**src/rtl/core/sync_frame_deframer_crc16_assert.svh**
```systemverilog
// assertion helpers used by sync_frame_deframer_crc16.sv
`ifndef SYNC_FRAME_DEFRAMER_CRC16_ASSERT_SVH
`define SYNC_FRAME_DEFRAMER_CRC16_ASSERT_SVH

// same-cycle implication, disabled during reset
`define SFDC_ASSERT_NOW(lbl, ante, cons, msg) \
   lbl: assert property (@(posedge clock) disable iff (reset) (ante) |-> (cons)) \
      else $error(msg);

// next-cycle implication, disabled during reset
`define SFDC_ASSERT_NEXT(lbl, ante, cons, msg) \
   lbl: assert property (@(posedge clock) disable iff (reset) (ante) |=> (cons)) \
      else $error(msg);

`endif

```
**src/rtl/core/sfdc_pkg.sv**
```systemverilog
`timescale 1ns / 1ps

package sfdc_pkg;

   localparam int CSR_ADDR_W  = 3;
   localparam int CSR_DATA_W  = 32;
   localparam int CNT_W       = 9;
   localparam int LEN_W       = 16;

   localparam logic REG_SYNC_FIRST  = 1'b0;
   localparam logic REG_SYNC_SECOND = 1'b1;

   localparam logic [7:0] SYNC_FIRST_RST  = 8'hAA;
   localparam logic [7:0] SYNC_SECOND_RST = 8'h55;

   localparam logic [LEN_W-1:0] MAX_PAYLOAD = 16'd256;
   localparam logic [CNT_W-1:0] HDR_LAST    = 9'd12;

   localparam logic [15:0] CRC_INIT = 16'hFFFF;
   localparam logic [15:0] CRC_POLY = 16'h1021;

   localparam logic [2:0] ST_NONE     = 3'd0;
   localparam logic [2:0] ST_PAYLOAD  = 3'd1;
   localparam logic [2:0] ST_READY    = 3'd2;
   localparam logic [2:0] ST_CRCERR   = 3'd3;
   localparam logic [2:0] ST_OVERFLOW = 3'd4;

   typedef enum logic [1:0] {
      PH_HUNT_FIRST,
      PH_HUNT_SECOND,
      PH_HEADER,
      PH_BODY
   } phase_type;

   typedef struct packed {
      logic [7:0] sync_first;
      logic [7:0] sync_second;
   } cfg_type;

   typedef struct packed {
      logic [2:0]  status;
      logic [7:0]  payload_byte;
      logic [7:0]  version;
      logic [7:0]  flags;
      logic [7:0]  packet_type;
      logic [8:0]  payload_length;
      logic [31:0] sequence_res;
      logic [31:0] timestamp_ms;
      logic [15:0] received_crc;
   } rsp_type;

   // crc-16 ccitt, msb first, one byte
   function automatic logic [15:0] crc16_byte(input logic [15:0] crc, input logic [7:0] b);
      logic [15:0] c;
      c = crc ^ {b, 8'h00};
      for (int k = 0; k < 8; k++) begin
         c = c[15] ? ({c[14:0], 1'b0} ^ CRC_POLY) : {c[14:0], 1'b0};
      end
      return c;
   endfunction

endpackage

```
**src/rtl/core/sfdc_frame_fsm.sv**
```systemverilog
`timescale 1ns / 1ps

module sfdc_frame_fsm (
   input  logic             clock,
   input  logic             reset,
   input  logic             step,
   input  logic [7:0]       rx_byte,
   input  sfdc_pkg::cfg_type cfg,
   output sfdc_pkg::rsp_type result
);
   import sfdc_pkg::*;

   phase_type         phase_ff, phase_in;
   logic [CNT_W-1:0]  count_ff, count_in;
   logic [15:0]       crc_ff, crc_in;
   logic [7:0]        version_ff, version_in;
   logic [7:0]        flags_ff, flags_in;
   logic [7:0]        type_ff, type_in;
   logic [LEN_W-1:0]  length_ff, length_in;
   logic [31:0]       sequence_ff, sequence_in;
   logic [31:0]       timestamp_ff, timestamp_in;
   logic [7:0]        crc_low_ff, crc_low_in;

   logic [15:0]      crc_upd;
   logic [LEN_W-1:0] count_wide;
   logic [15:0]      rx_crc;
   logic             hdr_last;
   logic             too_long;

   assign crc_upd    = crc16_byte(crc_ff, rx_byte);
   assign count_wide = {{(LEN_W-CNT_W){1'b0}}, count_ff};
   assign rx_crc     = {rx_byte, crc_low_ff};
   assign hdr_last   = (count_ff == HDR_LAST);
   assign too_long   = (length_ff > MAX_PAYLOAD);

   // next state
   always_comb begin
      phase_in     = phase_ff;
      count_in     = count_ff;
      crc_in       = crc_ff;
      version_in   = version_ff;
      flags_in     = flags_ff;
      type_in      = type_ff;
      length_in    = length_ff;
      sequence_in  = sequence_ff;
      timestamp_in = timestamp_ff;
      crc_low_in   = crc_low_ff;
      if (step) begin
         case (phase_ff)
            PH_HUNT_FIRST: begin
               if (rx_byte == cfg.sync_first) phase_in = PH_HUNT_SECOND;
            end
            PH_HUNT_SECOND: begin
               if (rx_byte == cfg.sync_second) begin
                  phase_in = PH_HEADER;
                  count_in = '0;
                  crc_in   = CRC_INIT;
               end else if (rx_byte != cfg.sync_first) begin
                  phase_in = PH_HUNT_FIRST;
               end
            end
            PH_HEADER: begin
               crc_in   = crc_upd;
               count_in = count_ff + 1'b1;
               case (count_ff[3:0])
                  4'd0:  version_in = rx_byte;
                  4'd1:  flags_in = rx_byte;
                  4'd2:  type_in = rx_byte;
                  4'd3:  length_in[7:0] = rx_byte;
                  4'd4:  length_in[15:8] = rx_byte;
                  4'd5:  sequence_in[7:0] = rx_byte;
                  4'd6:  sequence_in[15:8] = rx_byte;
                  4'd7:  sequence_in[23:16] = rx_byte;
                  4'd8:  sequence_in[31:24] = rx_byte;
                  4'd9:  timestamp_in[7:0] = rx_byte;
                  4'd10: timestamp_in[15:8] = rx_byte;
                  4'd11: timestamp_in[23:16] = rx_byte;
                  4'd12: timestamp_in[31:24] = rx_byte;
                  default: ;
               endcase
               if (hdr_last) begin
                  count_in = '0;
                  phase_in = PH_BODY;
                  if (too_long) begin
                     phase_in     = PH_HUNT_FIRST;
                     crc_in       = CRC_INIT;
                     version_in   = '0;
                     flags_in     = '0;
                     type_in      = '0;
                     length_in    = '0;
                     sequence_in  = '0;
                     timestamp_in = '0;
                     crc_low_in   = '0;
                  end
               end
            end
            PH_BODY: begin
               if (count_wide < length_ff) begin
                  crc_in   = crc_upd;
                  count_in = count_ff + 1'b1;
               end else if (count_wide == length_ff) begin
                  crc_low_in = rx_byte;
                  count_in   = count_ff + 1'b1;
               end else begin
                  phase_in     = PH_HUNT_FIRST;
                  count_in     = '0;
                  crc_in       = CRC_INIT;
                  version_in   = '0;
                  flags_in     = '0;
                  type_in      = '0;
                  length_in    = '0;
                  sequence_in  = '0;
                  timestamp_in = '0;
                  crc_low_in   = '0;
               end
            end
            default: phase_in = PH_HUNT_FIRST;
         endcase
      end
   end

   // result for the item at hand
   always_comb begin
      result = '0;
      case (phase_ff)
         PH_HEADER: begin
            if (hdr_last && too_long) result.status = ST_OVERFLOW;
         end
         PH_BODY: begin
            if (count_wide < length_ff) begin
               result.status       = ST_PAYLOAD;
               result.payload_byte = rx_byte;
            end else if (count_wide != length_ff) begin
               if (rx_crc == crc_ff) begin
                  result.status         = ST_READY;
                  result.version        = version_ff;
                  result.flags          = flags_ff;
                  result.packet_type    = type_ff;
                  result.payload_length = length_ff[8:0];
                  result.sequence_res   = sequence_ff;
                  result.timestamp_ms   = timestamp_ff;
                  result.received_crc   = rx_crc;
               end else begin
                  result.status = ST_CRCERR;
               end
            end
         end
         default: result.status = ST_NONE;
      endcase
   end

   always_ff @(posedge clock) begin
      if (reset) begin
         phase_ff <= PH_HUNT_FIRST;
         count_ff <= '0;
         crc_ff   <= CRC_INIT;
      end else begin
         phase_ff <= phase_in;
         count_ff <= count_in;
         crc_ff   <= crc_in;
      end
   end

   always_ff @(posedge clock) begin
      if (reset) begin
         version_ff   <= '0;
         flags_ff     <= '0;
         type_ff      <= '0;
         length_ff    <= '0;
         sequence_ff  <= '0;
         timestamp_ff <= '0;
         crc_low_ff   <= '0;
      end else begin
         version_ff   <= version_in;
         flags_ff     <= flags_in;
         type_ff      <= type_in;
         length_ff    <= length_in;
         sequence_ff  <= sequence_in;
         timestamp_ff <= timestamp_in;
         crc_low_ff   <= crc_low_in;
      end
   end

endmodule

```
**src/rtl/core/sync_frame_deframer_crc16.sv**
```systemverilog
// path: an accepted byte waits in the input register, then its result in the result
// register, which holds the result until rsp_ready takes it
// throughput: one byte per cycle while results are taken; the crc update is an 8-step xor chain per byte
// reset: synchronous, active high; returns to the first-sync hunt, crc to ffff,
// sync bytes to aa and 55, both pipeline registers empty
`timescale 1ns / 1ps

`include "sync_frame_deframer_crc16_assert.svh"

module sync_frame_deframer_crc16 (
   input  logic                           clock,
   input  logic                           reset,
   input  logic                           req_valid,
   output logic                           req_ready,
   input  logic [7:0]                     req_rx_byte,
   output logic                           rsp_valid,
   input  logic                           rsp_ready,
   output logic [2:0]                     rsp_status,
   output logic [7:0]                     rsp_payload_byte,
   output logic [7:0]                     rsp_version,
   output logic [7:0]                     rsp_flags,
   output logic [7:0]                     rsp_packet_type,
   output logic [8:0]                     rsp_payload_length,
   output logic [31:0]                    rsp_sequence_res,
   output logic [31:0]                    rsp_timestamp_ms,
   output logic [15:0]                    rsp_received_crc,
   input  logic                           csr_psel,
   input  logic                           csr_penable,
   input  logic                           csr_pwrite,
   input  logic [sfdc_pkg::CSR_ADDR_W-1:0] csr_paddr,
   input  logic [sfdc_pkg::CSR_DATA_W-1:0] csr_pwdata,
   output logic [sfdc_pkg::CSR_DATA_W-1:0] csr_prdata,
   output logic                           csr_pready
);
   import sfdc_pkg::*;

   cfg_type    cfg_ff, cfg_in;
   logic       stage_vld_ff, stage_vld_in;
   logic [7:0] stage_byte_ff, stage_byte_in;
   logic       rsp_vld_ff, rsp_vld_in;
   rsp_type    rsp_ff, rsp_in;
   rsp_type    result;
   logic       advance;
   logic       csr_wr;
   logic       reg_sel;

   // config registers
   assign csr_pready = 1'b1;
   assign csr_wr     = csr_psel & csr_penable & csr_pwrite & csr_pready;
   assign reg_sel    = csr_paddr[2];

   always_comb begin
      cfg_in = cfg_ff;
      if (csr_wr) begin
         case (reg_sel)
            REG_SYNC_FIRST:  cfg_in.sync_first = csr_pwdata[7:0];
            REG_SYNC_SECOND: cfg_in.sync_second = csr_pwdata[7:0];
            default: ;
         endcase
      end
   end

   always_comb begin
      case (reg_sel)
         REG_SYNC_FIRST:  csr_prdata = {{(CSR_DATA_W-8){1'b0}}, cfg_ff.sync_first};
         REG_SYNC_SECOND: csr_prdata = {{(CSR_DATA_W-8){1'b0}}, cfg_ff.sync_second};
         default:         csr_prdata = '0;
      endcase
   end

   // input register, result register
   assign advance   = stage_vld_ff & (~rsp_vld_ff | rsp_ready);
   assign req_ready = ~stage_vld_ff | advance;

   assign stage_vld_in  = (req_valid & req_ready) | (stage_vld_ff & ~advance);
   assign stage_byte_in = (req_valid & req_ready) ? req_rx_byte : stage_byte_ff;
   assign rsp_vld_in    = advance | (rsp_vld_ff & ~rsp_ready);
   assign rsp_in        = advance ? result : rsp_ff;

   sfdc_frame_fsm u_fsm (
      .clock   (clock),
      .reset   (reset),
      .step    (advance),
      .rx_byte (stage_byte_ff),
      .cfg     (cfg_ff),
      .result  (result)
   );

   always_ff @(posedge clock) begin
      if (reset) begin
         cfg_ff.sync_first  <= SYNC_FIRST_RST;
         cfg_ff.sync_second <= SYNC_SECOND_RST;
         stage_vld_ff       <= 1'b0;
         rsp_vld_ff         <= 1'b0;
      end else begin
         cfg_ff       <= cfg_in;
         stage_vld_ff <= stage_vld_in;
         rsp_vld_ff   <= rsp_vld_in;
      end
   end

   always_ff @(posedge clock) begin
      stage_byte_ff <= stage_byte_in;
      rsp_ff        <= rsp_in;
   end

   assign rsp_valid          = rsp_vld_ff;
   assign rsp_status         = rsp_ff.status;
   assign rsp_payload_byte   = rsp_ff.payload_byte;
   assign rsp_version        = rsp_ff.version;
   assign rsp_flags          = rsp_ff.flags;
   assign rsp_packet_type    = rsp_ff.packet_type;
   assign rsp_payload_length = rsp_ff.payload_length;
   assign rsp_sequence_res   = rsp_ff.sequence_res;
   assign rsp_timestamp_ms   = rsp_ff.timestamp_ms;
   assign rsp_received_crc   = rsp_ff.received_crc;

   `SFDC_ASSERT_NEXT(a_stage_holds, stage_vld_ff && rsp_vld_ff && !rsp_ready,
      stage_vld_ff && $stable(stage_byte_ff), "input register lost an item while blocked")
   `SFDC_ASSERT_NEXT(a_advance_fills, advance, rsp_vld_ff, "result register not filled")
   `SFDC_ASSERT_NOW(a_payload_zero, rsp_vld_ff && rsp_ff.status != ST_PAYLOAD,
      rsp_ff.payload_byte == 8'd0, "payload byte set outside a payload item")
   `SFDC_ASSERT_NOW(a_header_zero, rsp_vld_ff && rsp_ff.status != ST_READY,
      rsp_ff.sequence_res == 32'd0 && rsp_ff.received_crc == 16'd0,
      "header fields set outside frame ready")

endmodule

```
**config.mk**
```make
export PLATFORM = sky130hd
export DESIGN_NAME = sync_frame_deframer_crc16
export DESIGN_NICKNAME = d
export VERILOG_FILES = /design/src/rtl/core/sfdc_pkg.sv /design/src/rtl/core/sfdc_frame_fsm.sv /design/src/rtl/core/sync_frame_deframer_crc16.sv
export VERILOG_INCLUDE_DIRS = /design/src /design/src/rtl/core
export SDC_FILE = /design/constraint.sdc
export NUM_CORES = 1
export LEC_CHECK = 0
export BUFFER_PORTS_ARGS = -buffer_cell sky130_fd_sc_hd__buf_2
export CAP_MARGIN = 20
export CORE_MARGIN = 1
export CORE_UTILIZATION = 45
export CTS_BUF_LIST = sky130_fd_sc_hd__clkbuf_8
export DETAILED_ROUTE_END_ITERATION = 8
export GPL_TIMING_DRIVEN = 0
export PLACE_DENSITY = 0.66
export SLEW_MARGIN = 40
export SYNTH_ARGS = -nofsm -noshare
export SYNTH_HDL_FRONTEND = slang
export SYNTH_SLANG_ARGS = --single-unit
```
**constraint.sdc**
```tcl
create_clock -name clock -period 5.5 [get_ports clock]
set_input_delay 0.825 -clock clock [delete_from_list [all_inputs] [get_ports clock]]
set_output_delay 0.825 -clock clock [all_outputs]
set_load 0.005 [all_outputs]
```
-- Word-level counts from Yosys, hierarchy flattened
Cells that the tools add are included.
- flip-flop bits (word level): 289
- bits of input ports: 50
- output and inout bits: 159
- $add $sub $neg: 1
- order comparisons: 2
- eq/ne operators: 30
- muxes and demuxes: 75
- bitwise gates (word level): 27
- reductions and logical operators: 14
- operators by type and width (operator ; count):
    8-bit two-way mux ; 25
    32-bit two-way mux ; 6
    32-bit one-hot mux with 2 select lines ; 3
    16-bit two-way mux ; 9
    13-bit two-way mux ; 8
    8-bit one-hot mux with 2 select lines ; 4
    16-bit one-hot mux with 3 select lines ; 1
    9-bit two-way mux ; 4
    16-bit one-hot mux with 2 select lines ; 1
    9-bit one-hot mux with 3 select lines ; 1
    3-bit inverter ; 8
    4-bit == test (second input constant) ; 5
    16-bit == test ; 1
    4-bit by 3-bit == test with 1-bit output (second input constant) ; 4
    8-bit == test ; 2
    9-bit by 16-bit == test with 1-bit output ; 1
    16-bit by 9-bit greater-than comparator with 1-bit output (second input constant) ; 1
    9-bit by 16-bit < comparator with 1-bit output ; 1
    2-bit two-way mux ; 8
    9-bit by 16-bit inequality test with 1-bit output ; 1
    16-bit XOR ; 1
    9-bit by 1-bit adder with 9-bit output (second input constant) ; 1
    9-bit by 4-bit == test with 1-bit output (second input constant) ; 1
    4-bit by 2-bit == test with 1-bit output (second input constant) ; 2
    26 further kinds ; 50

-- Logic depth before layout (Yosys ltp)
Gate-level depths: netlist (run 1).
- depth in word-level cells: 20
- depth in mapped cells: 11
- gate-level depth less buffers: 8

-- By module
Synthesis (run 1) repeated with hierarchy kept, for this count alone.
- cells, all modules: 1008
- area total of the unflattened synthesis: 11935.2 um2
- modules (own cells, without submodules) (module ; instances ; cells an instance ; area each (um2)):
    sfdc_frame_fsm ; 1 ; 759 ; 6896.6
    sync_frame_deframer_crc16 ; 1 ; 249 ; 5038.6

-- Worst setup path after synthesis (run 1)
Ideal clock, no wire load.
- path kind: input to register
- from: input port rsp_ready
- to: register u_fsm.phase_ff[1]
- setup time: 136 ps
- arrival: 4546 ps
- required time: 5364 ps
- path slack: 818 ps
- cell stages on the path: 5
- buffers on the path: 0
- cells stage by stage: nand2b_1 and2_1 o21ai_0 a21oi_1 o21ai_0
- cells in the longest elaborated chain, start to end: 3
- RTL lines (element ; line ; RTL):
    start, declared ; sync_frame_deframer_crc16.sv:17 ; input logic rsp_ready,
    1-bit bitwise OR ; sync_frame_deframer_crc16.sv:72 ; assign advance = stage_vld_ff & (~rsp_vld_ff | rsp_ready);
    1-bit bitwise AND ; sync_frame_deframer_crc16.sv:72 ;
    via advance ; sync_frame_deframer_crc16.sv:43 ; logic advance;
    6-bit AND reduction (no line) ; n/a ;
    end signal, assigned ; sfdc_frame_fsm.sv:158 ; phase_ff <= phase_in;
    end, declared ; sfdc_frame_fsm.sv:13 ; phase_type phase_ff, phase_in;
The timed path passes the listed nets, and every way through them passes these cells.
A chain may end at the register's enable or synchronous reset.

-- Worst setup path in the final report (run 1)
- from: register u_fsm.count_ff[0]
- to: register rsp_ff, in the netlist rsp_received_crc[15] (data pin)
- cells in the longest elaborated chain, start to end: 3
- RTL lines (element ; line ; RTL):
    start, declared ; sfdc_frame_fsm.sv:14 ; logic [CNT_W-1:0] count_ff, count_in;
    start signal, assigned ; sfdc_frame_fsm.sv:159 ; count_ff <= count_in;
    branches (longest 2 deep; another with 9-bit by 16-bit < comparator with 1-bit output) ; n/a ;
    4-bit OR reduction (no line) (*) ; n/a ;
    end signal, assigned ; sync_frame_deframer_crc16.sv:104 ; rsp_ff <= rsp_in;
    end, declared ; sync_frame_deframer_crc16.sv:41 ; rsp_type rsp_ff, rsp_in;
Mark *: on every way between the ends.

==> results of run 1 <==
-- metrics by stage --
stage / total power, µW / area (µm²) / setup TNS, ns / util (%) / cells
2_1_floorplan: 2480 / 12800 / 0 / - / 1166
5_1_grt: 4560 / 15100 / 0 / 54.3 / 1793
4_1_cts: 4440 / 15100 / 0 / 54.3 / 1793
6_report: 4410 / 15100 / 0 / 54.3 / 1793
3_3_place_gp: 2580 / 14100 / -38.53 / 50.6 / 1700
3_5_place_dp: 2580 / 14100 / 0 / 50.8 / 1703
-- cells by family after synthesis --
family | count (synthesis) | share of synthesized area (%)
flops | 289 | 55.9
simple gates | 380 | 17.2
buf+inv | 138 | 5.93
mux | 21 | 1.73
other cells | 2 | 0.0591
compound gates | 243 | 13.7
xor+xnor | 57 | 4.13
fa+ha+maj | 13 | 1.28
-- report_power, final --
part           switching, µW  total [µW]  leakage [µW]  internal [µW]
registers               17.2        2310       0.00243           2300
clock network            871        1870      0.000562           1000
logic                    137         226       0.00249           89.2
total                   1020        4410       0.00548           3390
-- sequential cells by signal, indices dropped and copies added, names as in the netlist, 3 cells and up --
register            flops
u_fsm.timestamp_ff     32
u_fsm.crc_low_ff        8
rsp_payload_length      9
rsp_sequence_res       32
u_fsm.version_ff        8
rsp_packet_type         8
rsp_flags               8
stage_byte_ff           8
u_fsm.crc_ff           16
u_fsm.length_ff        16
rsp_status              3
u_fsm.type_ff           8
cfg_ff                 16
u_fsm.sequence_ff      32
u_fsm.count_ff          9
rsp_timestamp_ms       32
rsp_payload_byte        8
rsp_version             8
u_fsm.flags_ff          8
rsp_received_crc       16
-- area by class of cell --
class / count / share of cell area [%]
Sequential cell: 289 / 47.1
Multi-Input combinational cell: 739 / 32.8
Timing Repair Buffer: 159 / 5.57
Clock buffer: 54 / 4.93
Buffer: 125 / 4.68
Tap cell: 378 / 3.14
Clock inverter: 36 / 1.44
Inverter: 13 / 0.324
-- worst min path at each step --
stage	startpoint	end	cells past startpoint
finish	req_rx_byte[1]	stage_byte_ff[1]	1
global route	req_rx_byte[1]	stage_byte_ff[1]	1
CTS	req_rx_byte[1]	stage_byte_ff[1]	1
detailed placement	u_fsm.timestamp_ff[27]	u_fsm.timestamp_ff[27]	1
global placement	u_fsm.timestamp_ff[27]	u_fsm.timestamp_ff[27]	1
floorplan	u_fsm.timestamp_ff[24]	u_fsm.timestamp_ff[24]	1
-- per-layer routing --
metal	routed length, µm	GRT usage [%]	up-vias
met1	14000	29.0	4606
li1	-	-	4602
met4	1080	9.13	0
met2	15000	35.6	423
met5	0	0	-
met3	2330	4.23	88
-- cell usage in the layout, fill, tap and decap left out, types with 27 or more instances in the layout --
cell type,n
clkbuf_1,42
clkbuf_8,54
a21oi_1,90
buf_2,183
inv_1,32
nor2_1,40
buf_4,34
a22o_1,27
nand2_1,42
and2_1,133
o31ai_1,77
xnor2_1,34
dfxtp_1,157
nand4_1,85
edfxtp_1,132
==> run_results.csv, run 1 <==
group,metric,value,unit
cts,cts_sinks,289,
synth,synthDominantCellAreaShare,31.2,%
cts,cts_hold_buf,0,
layout,fillers,2496,
critical_path,crit_type,"flop to flop",
grt,grt_max_degree,48,
hold_path,min_path_type,"primary input to flop",
placement,dp_hpwl,22300,µm
synth,synth.area.top_cells,"edfxtp_1 (31%), dfxtp_1 (25%), and2_1 (6.6%), o31ai_1 (4.5%), nand4_1 (4.2%)",
cts,numCtsBuffers,48,
detailed_routing,wirelength,32400,µm
timing,fmax,0.343,GHz
timing,clock_skew,0.0201,ns
floorplanning,start_util,45.8,%
outcome,outcome,"finished clean",
detailed_routing,drc,0,
critical_path,r2r_slack,2.59,ns
floorplanning,coreArea,27800,µm²
layout,multi_input_area,4950,µm²
timing,rsz0062_at_grt,"no",
floorplanning,dieHeight,170,µm
grt,track_usage,22.1,%
layout,area_growth_syn_to_layout,18.6,%
layout,ff_latch_area,7110,µm²
critical_path,path_delay_family,"simple AND/OR/NAND/NOR gates",
critical_path,crit_path_end,"rsp_received_crc[15]",
detailed_routing,drt_iter0_markers,855,
synth,yosysMostFrequentCell,"dfxtp_1",
layout,drive_above_1_share,23.3,%
grt,grt_pass1_vias,9164,
synth,ys_types,58,
synth,netlist.top_cell.by_area,"edfxtp_1",
cts,cts_buffer_depth,3,
critical_path,reg2reg_to,"rsp_received_crc[15]",
cts,cts_resized,0,
detailed_routing,drt_first_pass_iters,7,
layout,nets,1438,
placement,gp_congestion,0.894,
critical_path,crit_start,"u_fsm.count_ff[0]",
cts,cts_root_buffer,"clkbuf_8",
placement,io_buffers,156,
timing,drv_slew,0,
critical_path,slowest_delay,0.63,ns
floorplanning,io-pin-count,209,
critical_path,reg2reg_depth,8,
cts,clock_latency,0.58,ns
critical_path,end_kind,"flop",
placement,dp_slack,2.60,ns
cts,h-tree-depth,2,
timing,period_share,53.0,%
detailed_routing,vias,9719,
timing,setup_viol,0,
critical_path,path_cells,"inv_1, ha_1, and4_1, nand4_1, nand2_1, a2111oi_4, clkbuf_1, and2_1",
synth,synth_seq_cells,289,
floorplanning,rows,61,
grt,grt_first_pass_wirelength,49700,µm
critical_path,path_buf_inv,2,
critical_path,slowest_stage,"a2111oi_4",
synth,synth_common_cells,"dfxtp_1 (157), and2_1 (134), edfxtp_1 (132)",
layout,n_antenna_cell,0,
timing,fin_ws,2.59,ns
cts,clkTransAtPathRegs,0.06,ns
synth,ys_async_sr_fraction,0,%
floorplanning,die-area,28900,µm²
critical_path,required,5.93,ns
timing,tightest_slew,0.864,ns
synth,yosysSeqAreaShare,55.9,%
timing,slew_headroom,42.4,%
synth,synth_cells,1143,
cts,cts_tree,"built",
synth,synth_area,12700,µm²
synth,avgSynthCellArea,11.1,µm²
critical_path,crit_path_max_fanout,10,
timing,period_needed,2.91,ns
power,p_per_area,292,nW/µm²
timing,final_hold_viol_count,0,
run,cap_violations,0,
critical_path,crit_cells,8,
grt,overflow,0,
grt,antenna_found_initial,0,
synth,synth_ff_type,"dfxtp_1",
power,peakVddDrop,139,µV
detailed_routing,ant_nets,0,
detailed_routing,wire_per_inst,18.1,µm
critical_path,cp_data_arrival_time,3.35,ns
critical_path,critPathLaunchType,"flop",
floorplanning,fp.dieW,170,µm
synth,ys_warn_count,0,
critical_path,crit-reg2reg-launch,"u_fsm.count_ff[0]",
synth,synth_edf_count,132,
timing,whs,0.419,ns
cts,post_cts_buffers,0,
power,cellLeakagePower,0.00548,µW
detailed_routing,vias_per_cell,5.42,
Power figures use the tool's default switching activity.
==> inputs of run 2 (changes only) <==
--- a/config.mk
+++ b/config.mk
@@ -6,6 +6,7 @@
 export SDC_FILE = /design/constraint.sdc
 export NUM_CORES = 1
 export LEC_CHECK = 0
+export ABC_AREA = 1
 export BUFFER_PORTS_ARGS = -buffer_cell sky130_fd_sc_hd__buf_2
 export CAP_MARGIN = 20
 export CORE_MARGIN = 1
@@ -13,7 +14,7 @@
 export CTS_BUF_LIST = sky130_fd_sc_hd__clkbuf_8
 export DETAILED_ROUTE_END_ITERATION = 8
 export GPL_TIMING_DRIVEN = 0
-export PLACE_DENSITY = 0.66
+export PLACE_DENSITY = 0.68
 export SLEW_MARGIN = 40
 export SYNTH_ARGS = -nofsm -noshare
 export SYNTH_HDL_FRONTEND = slang
==> constraint.sdc (replaced) <==
create_clock -name clock -period 2.45 [get_ports clock]
set_input_delay 0.3675 -clock clock [delete_from_list [all_inputs] [get_ports clock]]
set_output_delay 0.3675 -clock clock [all_outputs]
set_load 0.005 [all_outputs]
==> run 2 against run 1 <==
Against the previous run:
- flip-flop and latch count stayed put
- critical path depth stayed put
- cell area grew 17%
- critical endpoint is now rsp_payload_length[1]
==> run_results.csv, run 2 <==
group,metric,value,unit
layout,fillers,2907,
layout,nets,2088,
synth,synth_common_cells,"nand2_1 (402), nor2_1 (211), o21ai_0 (178)",
run,cap_violations,0,
timing,slew_headroom,41.0,%
detailed_routing,vias_per_cell,5.05,
synth,synth_edf_count,132,
critical_path,required,2.86,ns
detailed_routing,drc,0,
grt,antenna_found_initial,0,
detailed_routing,ant_nets,0,
cts,h-tree-depth,2,
detailed_routing,drt_iter0_markers,1184,
grt,grt_pass1_vias,11400,
floorplanning,start_util,46.2,%
layout,final_common_cell,"nand2_1",
synth,ys_types,42,
detailed_routing,wire_per_inst,16.1,µm
timing,period_share,97.7,%
cts,clock_latency,0.58,ns
floorplanning,fp.dieW,183,µm
critical_path,cp_data_arrival_time,2.80,ns
grt,grt_max_degree,28,
power,peakVddDrop,345,µV
critical_path,critPathLaunchType,"flop",
hold_path,min_path_cells,3,
cts,cts_tree,"built",
timing,period_needed,2.39,ns
cts,cts_sinks,289,
critical_path,end_kind,"flop",
cts,cts_root_buffer,"clkbuf_8",
power,cellLeakagePower,0.00727,µW
synth,synth_area,14700,µm²
synth,synth.area.top_cells,"edfxtp_1 (27%), dfxtp_1 (21%), nand2_1 (10%), o21ai_0 (6.1%), nor2_4 (5.4%)",
layout,n_antenna_cell,0,
synth,yosysMostFrequentCell,"nand2_1",
layout,drive_above_1_share,22.9,%
cts,numCtsBuffers,50,
synth,synth_cells,1773,
timing,fmax,0.418,GHz
critical_path,crit_path_max_fanout,10,
timing,final_hold_viol_count,0,
floorplanning,dieHeight,183,µm
layout,mostFrequentLayoutCells,"nand2_1 (398), nor2_1 (210), buf_2 (178), o21ai_0 (178), inv_1 (168)",
hold_path,holdCritStartpoint,"csr_pwdata[2]",
detailed_routing,wirelength,40300,µm
timing,tightest_slew,0.885,ns
critical_path,slowest_stage,"edfxtp_1",
cts,cts_buffer_depth,3,
floorplanning,rows,65,
hold_path,min_path_type,"primary input to flop",
grt,grt_first_pass_wirelength,61100,µm
detailed_routing,drt_first_pass_iters,5,
floorplanning,coreArea,31800,µm²
critical_path,crit_type,"flop to flop",
layout,final_util,55.7,%
critical_path,slowest_delay,0.37,ns
timing,drv_slew,0,
detailed_routing,vias,12600,
critical_path,crit_start,"stage_byte_ff[4]",
layout,area_growth_syn_to_layout,20.7,%
synth,synthDominantCellAreaShare,27.0,%
synth,yosysSeqAreaShare,48.4,%
power,p_per_area,589,nW/µm²
synth,synth_ff_type,"dfxtp_1",
outcome,outcome,"finished clean",
placement,gp_congestion,0.900,
floorplanning,die-area,33400,µm²
synth,ys_warn_count,0,
placement,io_buffers,155,
timing,clock_skew,0.0292,ns
cts,clkTransAtPathRegs,0.06,ns
synth,ys_async_sr_fraction,0,%
timing,setup_viol,0,
synth,synth_seq_cells,289,
grt,track_usage,23.5,%
synth,avgSynthCellArea,8.28,µm²
power,power,10400,µW
critical_path,path_cells,"buf_6, xnor2_2, nand4_1, nor4_4, nand3_4, clkbuf_16, buf_16, nor2_4",
floorplanning,io-pin-count,209,
grt,overflow,0,
synth,netlist.top_cell.by_area,"edfxtp_1",
critical_path,crit-reg2reg-launch,"stage_byte_ff[4]",
critical_path,reg2reg_depth,8,
placement,dp_hpwl,28000,µm
[run 2: cell types whose count changed in the layout (fill, tap and decap cells not counted), moves of 20 or more]
| cell | previous run | this run |
|---|---|---|
| inv_1 | 32 | 168 |
| nand3_1 | 15 | 64 |
| o31ai_1 | 77 | 0 |
| and2_1 | 133 | 2 |
| xnor2_1 | 34 | 10 |
| nor2_1 | 40 | 210 |
| a21oi_2 | 1 | 21 |
| nand4_1 | 85 | 9 |
| o21ai_0 | 3 | 178 |
| nor2_4 | 0 | 71 |
| nand2_1 | 42 | 398 |
| o21ai_1 | 0 | 24 |
| a22o_1 | 27 | 0 |
[run 2: stage by stage]
stage / hold WS, ns / std cells / setup WS (ns) / cell area (µm²) / TNS, ns
CTS: 0.000796 / 2491 / 0.0130 / 17400 / 0
detailed placement: 0.455 / 2391 / -0.175 / 16200 / -10.89
global route: 0.0314 / 2500 / -0.0192 / 17700 / -0.134
floorplan: 0.444 / 1796 / -0.688 / 14800 / -57.83
global placement: 0.450 / 2386 / -1.80 / 16100 / -222.91
finish: 0.0264 / 2500 / 0.0560 / 17700 / 0
[run 2: cells by family after synthesis]
| kind of cell | Yosys count | share of synthesized area [%] |
|---|---|---|
| other cells | 2 | 0.0512 |
| compound gates | 331 | 11.8 |
| xor+xnor | 35 | 2.29 |
| fa+ha+maj | 13 | 1.11 |
| buf+inv | 306 | 10.3 |
| flops | 289 | 48.4 |
| mux | 4 | 0.273 |
| simple gates | 793 | 25.7 |
[run 2: final timing paths]
| check | end | slack [ns] |
|---|---|---|
| max | rsp_payload_length[1] | 0.06 |
| min | cfg_ff[2] | 0.03 |
| max reg2reg | rsp_payload_length[1] | 0.06 |
| min reg2reg | u_fsm.sequence_ff[25] | 0.46 |
[run 2: critical path: cells and delay by family (launching register included)]
| kind | cells | cell delay [ns] |
|---|---|---|
| AND/OR/NAND/NOR | 4 | 0.92 |
| buffers and inverters | 3 | 0.62 |
| flip-flops | 1 | 0.37 |
| XOR/XNOR | 1 | 0.32 |
[run 2: repair_timing]
action | 4_1_cts | 5_1_grt
hold buffers | 8 | 0
pin swaps | 0 | 4
cloned | 0 | 7
setup buffers | 0 | 2
endpoints found under the hold margin | 8 | 0
setup endpoints to repair | 97 | 237
gates resized for setup | 4 | 37
[run 2: final cells by class]
cell class,count,area [µm²],area share (%)
buffer,129,912,5.15
clock buffer,52,716,4.04
clock inverter,40,322,1.82
inverter,177,691,3.90
multi-input combinational,1201,6270,35.4
sequential,289,7110,40.1
tap,435,544,3.07
timing repair buffer,177,1150,6.51
[run 2: layer usage]
metal  global-route usage [%]  part of all wire [%]  up-vias
met5                        0                     0        -
met4                     8.27                   3.4        0
met3                     3.53                   7.4       97
met2                     37.9                    46      527
met1                     32.0                    43     5841
li1                         -                     -     6153
[run 2: power by group]
| group | switching (µW) | total, µW | internal, µW |
|---|---|---|---|
| logic | 390 | 611 | 221 |
| clock network | 2030 | 4640 | 2610 |
| registers | 36.2 | 5190 | 5150 |
| total | 2460 | 10400 | 7980 |
